`src/rtl/core/iidr_pkg.sv`:
```
// Shared types and constants for the IPv4 header ID rewriter.
package iidr_pkg;

    localparam int MAX_HDR_WORDS = 30;
    localparam int WORD_IDX_W    = $clog2(MAX_HDR_WORDS);

    localparam logic [WORD_IDX_W-1:0] ID_WORD_POS   = WORD_IDX_W'(2);
    localparam logic [WORD_IDX_W-1:0] CSUM_WORD_POS = WORD_IDX_W'(5);
    localparam logic [WORD_IDX_W-1:0] LAST_WORD_POS = WORD_IDX_W'(MAX_HDR_WORDS - 1);

    localparam logic [1:0] CFG_CAPTURE_MASK = 2'd0;
    localparam logic [1:0] CFG_RANDOM_MASK  = 2'd1;
    localparam logic [1:0] CFG_ID_SEED      = 2'd2;

    localparam logic [31:0] CAPTURE_MASK_RST = 32'h0000_0010;
    localparam logic [31:0] RANDOM_MASK_RST  = 32'h0000_0020;

    typedef enum logic [1:0] {
        ACT_NOT_CAPTURED = 2'd0,
        ACT_NOT_WRITABLE = 2'd1,
        ACT_SEQUENTIAL   = 2'd2,
        ACT_RANDOM       = 2'd3
    } action_t;

    typedef struct packed {
        logic [15:0] header_word;
        logic        last_word;
        logic [31:0] packet_mark;
        logic        can_write;
        logic [15:0] random_id;
    } word_t;

    typedef struct packed {
        logic [31:0] capture_mask;
        logic [31:0] random_mask;
        logic        seed_load;
        logic [15:0] seed_value;
    } cfg_t;

    typedef struct packed {
        action_t     action;
        logic [15:0] new_id;
        logic [15:0] new_checksum;
    } result_t;

    function automatic logic [15:0] ones_add(input logic [15:0] a, input logic [15:0] b);
        logic [16:0] s;
        begin
            s = {1'b0, a} + {1'b0, b};
            return s[15:0] + {15'd0, s[16]};
        end
    endfunction

endpackage

```
`src/rtl/core/iidr_cfg_regs.sv`:
```
// Configuration registers: capture mask, random mask and ID seed load.
module iidr_cfg_regs (
    input  logic                clk,
    input  logic                rst_n,
    input  logic                cfg_valid,
    output logic                cfg_ready,
    input  logic [1:0]          cfg_index,
    input  logic [31:0]         cfg_data,
    output iidr_pkg::cfg_t      cfg
);

    logic [31:0] capture_mask_reg;
    logic [31:0] random_mask_reg;
    logic        wr;

    assign cfg_ready = 1'b1;
    assign wr        = cfg_valid && cfg_ready;

    always_ff @(posedge clk or negedge rst_n)
    begin
        if (!rst_n)
        begin
            capture_mask_reg <= iidr_pkg::CAPTURE_MASK_RST;
            random_mask_reg  <= iidr_pkg::RANDOM_MASK_RST;
        end
        else if (wr)
        begin
            case (cfg_index)
                iidr_pkg::CFG_CAPTURE_MASK: capture_mask_reg <= cfg_data;
                iidr_pkg::CFG_RANDOM_MASK:  random_mask_reg  <= cfg_data;
                default: ;
            endcase
        end
    end

    assign cfg.capture_mask = capture_mask_reg;
    assign cfg.random_mask  = random_mask_reg;
    assign cfg.seed_load    = wr && (cfg_index == iidr_pkg::CFG_ID_SEED);
    assign cfg.seed_value   = cfg_data[15:0];

endmodule

```
`src/rtl/core/iidr_in_stage.sv`:
```
// Input register stage for header words.
module iidr_in_stage (
    input  logic                clk,
    input  logic                rst_n,
    input  logic                in_valid,
    output logic                in_ready,
    input  iidr_pkg::word_t     in_word,
    output logic                word_valid,
    output iidr_pkg::word_t     word,
    input  logic                word_take
);

    logic            valid_reg;
    iidr_pkg::word_t word_reg;
    logic            load;

    assign in_ready = !valid_reg || word_take;
    assign load     = in_valid && in_ready;

    always_ff @(posedge clk or negedge rst_n)
    begin
        if (!rst_n)
        begin
            valid_reg <= 1'b0;
        end
        else if (load)
        begin
            valid_reg <= 1'b1;
        end
        else if (word_take)
        begin
            valid_reg <= 1'b0;
        end
    end

    always_ff @(posedge clk)
    begin
        if (load)
        begin
            word_reg <= in_word;
        end
    end

    assign word_valid = valid_reg;
    assign word       = word_reg;

endmodule

```
`src/rtl/core/iidr_hdr_proc.sv`:
```
// Per-packet decision, ID counter and running ones'-complement sum.
module iidr_hdr_proc (
    input  logic                clk,
    input  logic                rst_n,
    input  iidr_pkg::cfg_t      cfg,
    input  logic                word_valid,
    input  iidr_pkg::word_t     word,
    output logic                word_take,
    input  logic                out_room,
    output logic                res_load,
    output iidr_pkg::result_t   res
);

    logic [iidr_pkg::WORD_IDX_W-1:0] idx_reg;
    logic [iidr_pkg::WORD_IDX_W-1:0] idx_next;
    logic [15:0]                     sum_reg;
    logic [15:0]                     sum_next;
    iidr_pkg::action_t               act_reg;
    iidr_pkg::action_t               act_next;
    logic [15:0]                     chosen_reg;
    logic [15:0]                     chosen_next;
    logic [15:0]                     counter_reg;
    logic [15:0]                     counter_next;

    logic        first;
    logic        done;
    logic        rewritten;
    logic [15:0] sum_base;
    logic [15:0] term;

    always_comb
    begin
        first       = (idx_reg == '0);
        act_next    = act_reg;
        chosen_next = chosen_reg;
        sum_base    = sum_reg;
        if (first)
        begin
            sum_base    = 16'd0;
            chosen_next = 16'd0;
            if ((word.packet_mark & cfg.capture_mask) == 32'd0)
            begin
                act_next = iidr_pkg::ACT_NOT_CAPTURED;
            end
            else if (!word.can_write)
            begin
                act_next = iidr_pkg::ACT_NOT_WRITABLE;
            end
            else if ((word.packet_mark & cfg.random_mask) != 32'd0)
            begin
                act_next    = iidr_pkg::ACT_RANDOM;
                chosen_next = word.random_id;
            end
            else
            begin
                act_next    = iidr_pkg::ACT_SEQUENTIAL;
                chosen_next = counter_reg;
            end
        end

        if (idx_reg == iidr_pkg::ID_WORD_POS)
        begin
            term = chosen_next;
        end
        else if (idx_reg == iidr_pkg::CSUM_WORD_POS)
        begin
            term = 16'd0;
        end
        else
        begin
            term = word.header_word;
        end
        sum_next = iidr_pkg::ones_add(sum_base, term);

        done      = word.last_word || (idx_reg >= iidr_pkg::LAST_WORD_POS);
        idx_next  = done ? '0 : idx_reg + 1'b1;
        word_take = word_valid && (!done || out_room);
        res_load  = word_take && done;

        rewritten        = (act_next == iidr_pkg::ACT_SEQUENTIAL)
                        || (act_next == iidr_pkg::ACT_RANDOM);
        res.action       = act_next;
        res.new_id       = rewritten ? chosen_next : 16'd0;
        res.new_checksum = rewritten ? ~sum_next : 16'd0;

        counter_next = counter_reg;
        if (cfg.seed_load)
        begin
            counter_next = cfg.seed_value;
        end
        else if (word_take && first && (act_next == iidr_pkg::ACT_SEQUENTIAL))
        begin
            counter_next = counter_reg + 16'd1;
        end
    end

    always_ff @(posedge clk or negedge rst_n)
    begin
        if (!rst_n)
        begin
            idx_reg     <= '0;
            sum_reg     <= 16'd0;
            act_reg     <= iidr_pkg::ACT_NOT_CAPTURED;
            chosen_reg  <= 16'd0;
            counter_reg <= 16'd0;
        end
        else
        begin
            counter_reg <= counter_next;
            if (word_take)
            begin
                idx_reg    <= idx_next;
                sum_reg    <= sum_next;
                act_reg    <= act_next;
                chosen_reg <= chosen_next;
            end
        end
    end

endmodule

```
`src/rtl/core/iidr_out_stage.sv`:
```
// Result register stage.
module iidr_out_stage (
    input  logic                clk,
    input  logic                rst_n,
    input  logic                res_load,
    input  iidr_pkg::result_t   res,
    output logic                out_room,
    output logic                out_valid,
    input  logic                out_ready,
    output logic [1:0]          action,
    output logic [15:0]         new_id,
    output logic [15:0]         new_checksum
);

    logic              valid_reg;
    iidr_pkg::result_t res_reg;

    assign out_room = !valid_reg || out_ready;

    always_ff @(posedge clk or negedge rst_n)
    begin
        if (!rst_n)
        begin
            valid_reg <= 1'b0;
        end
        else if (res_load)
        begin
            valid_reg <= 1'b1;
        end
        else if (out_ready)
        begin
            valid_reg <= 1'b0;
        end
    end

    always_ff @(posedge clk)
    begin
        if (res_load)
        begin
            res_reg <= res;
        end
    end

    assign out_valid    = valid_reg;
    assign action       = res_reg.action;
    assign new_id       = res_reg.new_id;
    assign new_checksum = res_reg.new_checksum;

endmodule

```
`src/rtl/core/ipv4_id_rewriter.sv`:
```
// Top level of the IPv4 header ID rewriter with checksum recompute.
// Throughput: one header word per cycle, with no gap between packets, while the
// result register has room. A packet's last word passes the input register,
// then the result register after one ones'-complement add; a full one stalls it.
// Reset: rst_n clears the ID counter, the word position, the stage valids and
// sets the masks to their defaults; the block takes words from the first cycle.
module ipv4_id_rewriter (
    input  logic        clk,
    input  logic        rst_n,
    input  logic        in_valid,
    output logic        in_ready,
    input  logic [15:0] header_word,
    input  logic        last_word,
    input  logic [31:0] packet_mark,
    input  logic        can_write,
    input  logic [15:0] random_id,
    output logic        out_valid,
    input  logic        out_ready,
    output logic [1:0]  action,
    output logic [15:0] new_id,
    output logic [15:0] new_checksum,
    input  logic        cfg_valid,
    output logic        cfg_ready,
    input  logic [1:0]  cfg_index,
    input  logic [31:0] cfg_data
);

    iidr_pkg::cfg_t    cfg;
    iidr_pkg::word_t   in_word;
    iidr_pkg::word_t   word;
    iidr_pkg::result_t res;
    logic              word_valid;
    logic              word_take;
    logic              out_room;
    logic              res_load;

    assign in_word.header_word = header_word;
    assign in_word.last_word   = last_word;
    assign in_word.packet_mark = packet_mark;
    assign in_word.can_write   = can_write;
    assign in_word.random_id   = random_id;

    iidr_cfg_regs u_cfg (
        .clk       (clk),
        .rst_n     (rst_n),
        .cfg_valid (cfg_valid),
        .cfg_ready (cfg_ready),
        .cfg_index (cfg_index),
        .cfg_data  (cfg_data),
        .cfg       (cfg)
    );

    iidr_in_stage u_in (
        .clk        (clk),
        .rst_n      (rst_n),
        .in_valid   (in_valid),
        .in_ready   (in_ready),
        .in_word    (in_word),
        .word_valid (word_valid),
        .word       (word),
        .word_take  (word_take)
    );

    iidr_hdr_proc u_proc (
        .clk        (clk),
        .rst_n      (rst_n),
        .cfg        (cfg),
        .word_valid (word_valid),
        .word       (word),
        .word_take  (word_take),
        .out_room   (out_room),
        .res_load   (res_load),
        .res        (res)
    );

    iidr_out_stage u_out (
        .clk          (clk),
        .rst_n        (rst_n),
        .res_load     (res_load),
        .res          (res),
        .out_room     (out_room),
        .out_valid    (out_valid),
        .out_ready    (out_ready),
        .action       (action),
        .new_id       (new_id),
        .new_checksum (new_checksum)
    );

endmodule
```
`config.mk`:
```
export PLATFORM = sky130hd
export DESIGN_NAME = ipv4_id_rewriter
export DESIGN_NICKNAME = d
export VERILOG_FILES = /design/src/rtl/core/iidr_pkg.sv /design/src/rtl/core/iidr_cfg_regs.sv /design/src/rtl/core/iidr_in_stage.sv /design/src/rtl/core/iidr_hdr_proc.sv /design/src/rtl/core/iidr_out_stage.sv /design/src/rtl/core/ipv4_id_rewriter.sv
export SDC_FILE = /design/constraint.sdc
export NUM_CORES = 1
export LEC_CHECK = 0
export BUFFER_PORTS_ARGS = -buffer_cell sky130_fd_sc_hd__buf_2
export CORE_MARGIN = 10
export CORE_UTILIZATION = 58
export DETAILED_ROUTE_END_ITERATION = 10
export GPL_TIMING_DRIVEN = 0
export PLACE_DENSITY = 0.8
export SYNTH_ARGS = -nofsm -noshare
export SYNTH_HDL_FRONTEND = slang
export SYNTH_SLANG_ARGS = --single-unit
```
`constraint.sdc`:
```
create_clock -name clk -period 6.6 [get_ports clk]
set_clock_uncertainty 0.2 [all_clocks]
set_input_delay 0.66 -clock clk [delete_from_list [all_inputs] [get_ports clk]]
set_output_delay 0.66 -clock clk [all_outputs]
set_load 0.05 [all_outputs]
```
* Word-level counts from Yosys, hierarchy flattened *
Index checks and enable logic that the tools add are counted.

word-level totals
  register bits = 221
  input bits = 105
  word-level logic and storage cells = 72

cells by class
  add/sub/neg operators = 4
  $lt $le $gt $ge = 1
  equality and inequality tests = 6
  muxes and demuxes = 18
  bitwise operators = 3
  reduce and logical (&&, ||, !) cells = 23

operator list
  operator                                                                count
  16-bit 2-to-1 mux                                                       9
  32-bit AND                                                              2
  32-bit logical NOT                                                      1
  32-bit nonzero test                                                     1
  16-bit by 16-bit adder with 17-bit output                               1
  16-bit by 1-bit adder with 16-bit output                                1
  16-bit by 1-bit adder with 16-bit output (second input constant)        1
  16-bit inverter                                                         1
  2-bit equality test (second input constant)                             3
  1-bit logical AND                                                       6
  2-bit 2-to-1 mux                                                        3
  2-bit nonzero test                                                      3
  5-bit by 1-bit adder with 5-bit output (second input constant)          1
  5-bit by 2-bit equality test with 1-bit output (second input constant)  1
  5-bit by 3-bit equality test with 1-bit output (second input constant)  1
  5-bit greater-or-equal comparator (second input constant)               1
  5-bit logical NOT                                                       1
  1-bit logical OR                                                        5
  1-bit 2-to-1 mux                                                        5
  5-bit 2-to-1 mux                                                        1
  2-bit AND reduction                                                     2
  1-bit logical NOT                                                       3
  2-bit by 1-bit equality test with 1-bit output (second input constant)  1
  2-bit logical NOT                                                       1

* Depth between registers and ports, before layout *
  depth after elaboration = 10
  depth in mapped cells = 26
  depth with buffers taken out = 25

* By module *
From an unflattened synthesis, not the netlist that was laid out.

second synthesis, totals
  cell total of the unflattened synthesis = 884
  area total of the unflattened synthesis = 10527.6 µm²

by module, submodules not included
  module          instances  cells an instance  area an instance (µm²)
  iidr_hdr_proc   1          622                4863.4
  iidr_cfg_regs   1          155                2560.0
  iidr_in_stage   1          70                 2035.7
  iidr_out_stage  1          37                 1068.5

* Worst setup path after synthesis *
No wires, ideal clock.

  kind = register -> register
  start = register u_in.word_reg, in the netlist u_in.word[27]
  end = register u_out.res_reg, in the netlist u_out.new_checksum[11], data pin
  setup time = 0.254 ns
  data arrival time = 5.134 ns
  required time = 6.146 ns
  setup slack = 1.012 ns
  cell stages (with the launch flop) = 25
  buffers on the path = 2
  path through = edfxtp_1 -> a22oi_1 -> nand4_1 -> nor4_2 -> buf_2 -> mux2i_1 -> o21ai_0 -> nand2_1 -> o21ai_0 -> ha_1 -> clkbuf_1 -> nand2_1 -> o21ai_0 -> a211o_1 -> and3_1 -> o21ai_0 -> a21oi_1 -> o21ai_0 -> nand2b_1 -> ha_1 -> nand3_1 -> or4_1 -> or3_1 -> and3_4 -> o21a_1

between the ends
  longest elaborated chain between the ends = 10
  elaborated cells between the ends (all ways) = 19
  those cells by class = add/sub: 2; eq/ne: 2; mux: 9; bitwise: 3; reduce/logical: 3

ends and longest elaborated chain
  element                                    line                  text
  from (decl)                                iidr_in_stage.sv:14   iidr_pkg::word_t word_reg;
  from (signal assigned)                     iidr_in_stage.sv:40   word_reg <= in_word;
  32-bit AND                                 iidr_hdr_proc.sv:49   else if ((word.packet_mark & cfg.random_mask) != 32'd0)
  32-bit nonzero test                        iidr_hdr_proc.sv:49
  16-bit 2-to-1 mux                          iidr_hdr_proc.sv:49
  16-bit 2-to-1 mux                          iidr_hdr_proc.sv:45   else if (!word.can_write)
  16-bit 2-to-1 mux                          iidr_hdr_proc.sv:41   if ((word.packet_mark & cfg.capture_mask) == 32'd0)
  16-bit 2-to-1 mux                          iidr_hdr_proc.sv:37   if (first)
  16-bit 2-to-1 mux                          iidr_hdr_proc.sv:61   if (idx_reg == iidr_pkg::ID_WORD_POS)
  16-bit by 16-bit adder with 17-bit output  iidr_pkg.sv:49        s = {1'b0, a} + {1'b0, b};
  16-bit by 1-bit adder with 16-bit output   iidr_pkg.sv:50        return s[15:0] + {15'd0, s[16]};
  16-bit inverter                            iidr_hdr_proc.sv:84   res.new_checksum = rewritten ? ~sum_next : 16'd0;
  to (signal assigned)                       iidr_out_stage.sv:40  res_reg <= res;
  to (decl)                                  iidr_out_stage.sv:16  iidr_pkg::result_t res_reg;

Parallel ways exist; a longest one is shown, timed or not.
A chain may end at the register's enable or synchronous reset.

* Worst setup path after layout *
Ends and elaborated chain as after synthesis.

==> metrics.md <==
| Metric | Value |
|---|---|
| H-tree depth | 1 |
| Arrival time of the worst setup path | 6380 ps |
| Share of synthesized area spent on multiplexers | 0.0932 |
| Filler-free cell count of the finished design | 1,287 |
| Vias per Instance | 5.95 |
| Design area | 12,200 um2 |
| Worst-path fanout max | 10 |
| Proportion of layout cells with a drive suffix above 1 | 0.263 |
| Worst hold path depth | 1 |
| Total Routed Length | 26,900 um |
| Final hold viol count | 0 |
| Antenna violations before repair | 1 |
| Fillers | 1,197 |
| Clock network fraction of design power | 0.281 |
| Arithmetic-cell share of the synthesized area counting full adders, half adders and majority gates | 0.0299 |
| Synthesized flop and latch total | 221 |
| Hold/Removal Path Class | in2reg |
| Aggregate global-route resource usage | 0.220 |
| Dominant combinational cell family by area after synthesis | simple AND/OR/NAND/NOR gates |
| Max Root-Sink Buffers | 3 |
| Routed Antenna Nets | 0 |
| Largest net degree at the start of global routing | 67 |
| Number of DRC markers after the initial detailed-route iteration | 712 |
| CTS tree | yes |
| Post-synth ARST share | 0.548 |
| Remaining max-slew budget at the tightest pin | 0.313 |
| Final standard cell utilization of the core | 0.703 |
| Max FFs per register | 66 |
| DIE AREA | 23,500 um2 |
| # nets final | 1,172 |
| Status | finished clean |
| Number of nets produced by synthesis | 1,003 |
| Post-synthesis compound-gate area fraction | 0.0983 |
| Slack of the critical path | 276 ps |
| Starting density of the core | 0.593 |
| Static leakage power | 0.00513 uW |
| Overall overflow remaining after global route | 0 |
| Via count of the first global-routing pass | 7,723 |
| Final critical-path share of the clock period | 0.958 |
| Final critical-path required period | 6320 ps |
| Cell area after synthesis | 10,300 um2 |
| Clock input transition at the sequential cells of the worst setup and hold paths | 70 ps |
| Number of cells in the design after placement | 1,240 |
| Post-DP HPWL | 19,100 um |
| Required time worst endpoint | 6660 ps |
| Maximum capacitance violations | 0 |
| Total number of placement rows | 48 |
| Place WS | -279 ps |
| Prevailing post-synth register cell | sky130_fd_sc_hd__dfrtp_1 |
| Synth Area in Simple Gates | 0.142 |
| Power per Cell Area | 407 nW/um2 |
| Drt pass-1 iters | 8 |
| Met3 usage in global routing | 0.0491 |
| Final routed DRC violation total | 0 |
| Type of element capturing the critical path | flop |
| WL/cell | 20.9 um |
| Count of buffers from port buffering | 140 |
| Cell count after synthesis | 874 |
| Global routing usage on met1 | 0.297 |
| TritonCTS Buffers | 24 |
| Sequential group share of total power | 0.375 |
| Nature of the critical path startpoint | flop |
| Most used routing layer in global routing | met2 |
| Area delta synth->final | 18.6% |
| Part of the total power dissipated in combinational logic | 0.344 |
| Category of the critical setup timing path | reg2reg |
| Net Sw Frac | 0.353 |
| Area of the core | 17,400 um2 |
| Sequential cell area fraction in the yosys report | 0.586 |
| Peak supply drop | 0.290 mV |
| Synthesized-area fraction occupied by xor and xnor cells | 0.0306 |
| Total vias in the final route | 7,660 |
| Final hold slack | 105 ps |
| I/O Pins | 142 |
| Insertion delay to the later sink of the worst-skew pair | 530 ps |
| X dimension of the die | 153 um |
| Path depth of the worst reg2reg path | 24 |
| Synth Area per Inst | 11.8 um2 |
| Routability congestion estimate from global placement | 0.914 |
| First-pass GRT wire length | 42,100 um |
| Clock root buffer master | sky130_fd_sc_hd__clkbuf_16 |
| Number of sinks handled by clock tree synthesis | 221 |
| Internal power | 3220 uW |
| EDFF count, synth | 100 |
| Fraction of met2 tracks used by global routing | 0.349 |
| Highest achievable clock rate | 158 MHz |
| Vert. Die Dim | 153 um |
| Pins Over Slew Limit | 0 |
| Post-placement cell area | 11,300 um2 |
| Total of endpoints with negative setup slack in the final report | 0 |
| Worst-Margin Slew | 1030 ps |
| Library cells used by synthesis | 66 |
| Total net switching power | 1760 uW |
| Synthesis warning total | 0 |
==> cells in the mapped netlist (3+ instances only) <==
library cell               count  area share
sky130_fd_sc_hd__a211o_1       3      0.0026
sky130_fd_sc_hd__mux2i_1      16       0.016
sky130_fd_sc_hd__nand2_1     145       0.053
sky130_fd_sc_hd__nand4_1      16      0.0097
sky130_fd_sc_hd__dfrtp_1     119        0.29
sky130_fd_sc_hd__buf_1         3      0.0011
sky130_fd_sc_hd__nor2_1       40       0.015
sky130_fd_sc_hd__ha_1         23       0.028
sky130_fd_sc_hd__or3_1         4      0.0024
sky130_fd_sc_hd__mux2_2       71       0.078
sky130_fd_sc_hd__a22o_1        5      0.0043
sky130_fd_sc_hd__xnor2_1      19       0.016
sky130_fd_sc_hd__o211ai_1      4      0.0029
sky130_fd_sc_hd__a221oi_1      6      0.0051
sky130_fd_sc_hd__a22oi_1      24       0.018
sky130_fd_sc_hd__a21oi_1      33       0.016
sky130_fd_sc_hd__nand2b_1      5      0.0030
sky130_fd_sc_hd__clkbuf_1     29       0.011
sky130_fd_sc_hd__nor3_1        6      0.0029
sky130_fd_sc_hd__a21o_1        6      0.0044
sky130_fd_sc_hd__edfxtp_1    100        0.29
sky130_fd_sc_hd__nand3_1      15      0.0073
sky130_fd_sc_hd__and3_1        9      0.0055
sky130_fd_sc_hd__o21ai_0      50       0.024
sky130_fd_sc_hd__nor4_1        4      0.0024
sky130_fd_sc_hd__nor3b_1       3      0.0022
sky130_fd_sc_hd__o21a_1        4      0.0029
sky130_fd_sc_hd__xor2_1       17       0.014
sky130_fd_sc_hd__inv_1        11      0.0040
sky130_fd_sc_hd__and2_1       39       0.024
==> worst max-delay path: stages (launching register included) <==
cell                       delay, ps
sky130_fd_sc_hd__edfxtp_1        400
sky130_fd_sc_hd__a22oi_1         290
sky130_fd_sc_hd__nand4_1         270
sky130_fd_sc_hd__nor4_4          330
sky130_fd_sc_hd__buf_4           170
sky130_fd_sc_hd__clkbuf_4        260
sky130_fd_sc_hd__mux2i_1         310
sky130_fd_sc_hd__o21ai_0         200
sky130_fd_sc_hd__nand2_1         130
sky130_fd_sc_hd__o21ai_0         120
sky130_fd_sc_hd__ha_2            410
sky130_fd_sc_hd__and2_1          220
sky130_fd_sc_hd__and3_1          200
sky130_fd_sc_hd__a211o_1         200
sky130_fd_sc_hd__and3_1          220
sky130_fd_sc_hd__o21ai_0          80
sky130_fd_sc_hd__a21oi_1         170
sky130_fd_sc_hd__o21ai_0         110
sky130_fd_sc_hd__nand2b_1        120
sky130_fd_sc_hd__ha_1            200
sky130_fd_sc_hd__nand3_2         170
sky130_fd_sc_hd__or4_1           490
sky130_fd_sc_hd__or3_1           360
sky130_fd_sc_hd__and3_4          190
sky130_fd_sc_hd__o21a_1          210
==> per-layer routing <==
layer | up-vias | share of wire
met1 | 3750 | 0.42
met2 | 361 | 0.47
met4 | 0 | 0.026
met3 | 49 | 0.083
li1 | 3500 | -
met5 | - | 0
==> metrics by stage <==
step / power [uW] / TNS (ps)
6_report: 4970 / 0
5_1_grt: 5230 / -114
4_1_cts: 4940 / 0
3_5_place_dp: 3530 / -1010
3_3_place_gp: 3480 / -570
2_1_floorplan: 3110 / 0
==> path summary, 6_finish.rpt <==
kind	end	slack (ps)	start
min in group asynchronous	u_proc.chosen_reg[4]	500	rst_n
max in group asynchronous	u_cfg.random_mask_reg[5]	4930	rst_n
setup reg to reg	u_out.new_checksum[11]	280	u_in.word[27]
hold reg to reg	u_proc.sum_reg[8]	270	u_proc.sum_reg[8]
setup / recovery	u_out.new_checksum[11]	280	u_in.word[27]
hold / removal	u_in.word[34]	100	packet_mark[17]
==> placed cells by master (no fill, tap or decap), types with 22 or more instances in the layout <==
master,count
sky130_fd_sc_hd__nand2_1,145
sky130_fd_sc_hd__buf_2,140
sky130_fd_sc_hd__dfrtp_1,119
sky130_fd_sc_hd__edfxtp_1,100
sky130_fd_sc_hd__mux2_2,71
sky130_fd_sc_hd__o21ai_0,49
sky130_fd_sc_hd__nor2_1,39
sky130_fd_sc_hd__and2_1,38
sky130_fd_sc_hd__a21oi_1,33
sky130_fd_sc_hd__clkbuf_1,31
sky130_fd_sc_hd__clkbuf_16,25
sky130_fd_sc_hd__a22oi_1,24
sky130_fd_sc_hd__ha_1,22
==> what timing repair did <==
item                                   4_1_cts  5_1_grt
setup endpoints to repair                   15       13
buffers inserted                             1        2
gates resized for setup                      1        8
hold buffers                                 1        0
cloned                                       0        0
endpoints found under the hold margin       58        0
pin swaps                                    1        2
==> power groups by stage <==
stage	Combinational, uW	Clock, uW	Sequential (uW)
6_report	1710	1400	1870
3_5_place_dp	1650	0	1880
5_1_grt	1880	1460	1890
4_1_cts	1670	1410	1860
3_3_place_gp	1610	0	1870
2_1_floorplan	1150	0	1960
==> cells by family after synthesis <==
family / Yosys count
AOI/OAI and AO/OA: 153
xor gates and xnor gates: 36
adders and majority gates: 24
buffers and inverters: 48
DFF: 221
muxes: 87
other: 1
and+or+nand+nor: 304
==> area by class of cell <==
cell class              count  area, um2  area share
multi-input cells         605       4110       0.336
clock inverters            12        151      0.0124
flip-flops and latches    221       6030       0.494
plain buffers              35        150      0.0123
diodes                      1       2.50    0.000205
clock buffers              32        672      0.0550
inverters                  11       41.3     0.00338
well taps                 225        282      0.0231
repair buffers            145        767      0.0628
Note: power is estimated with default switching activity, not from simulation.
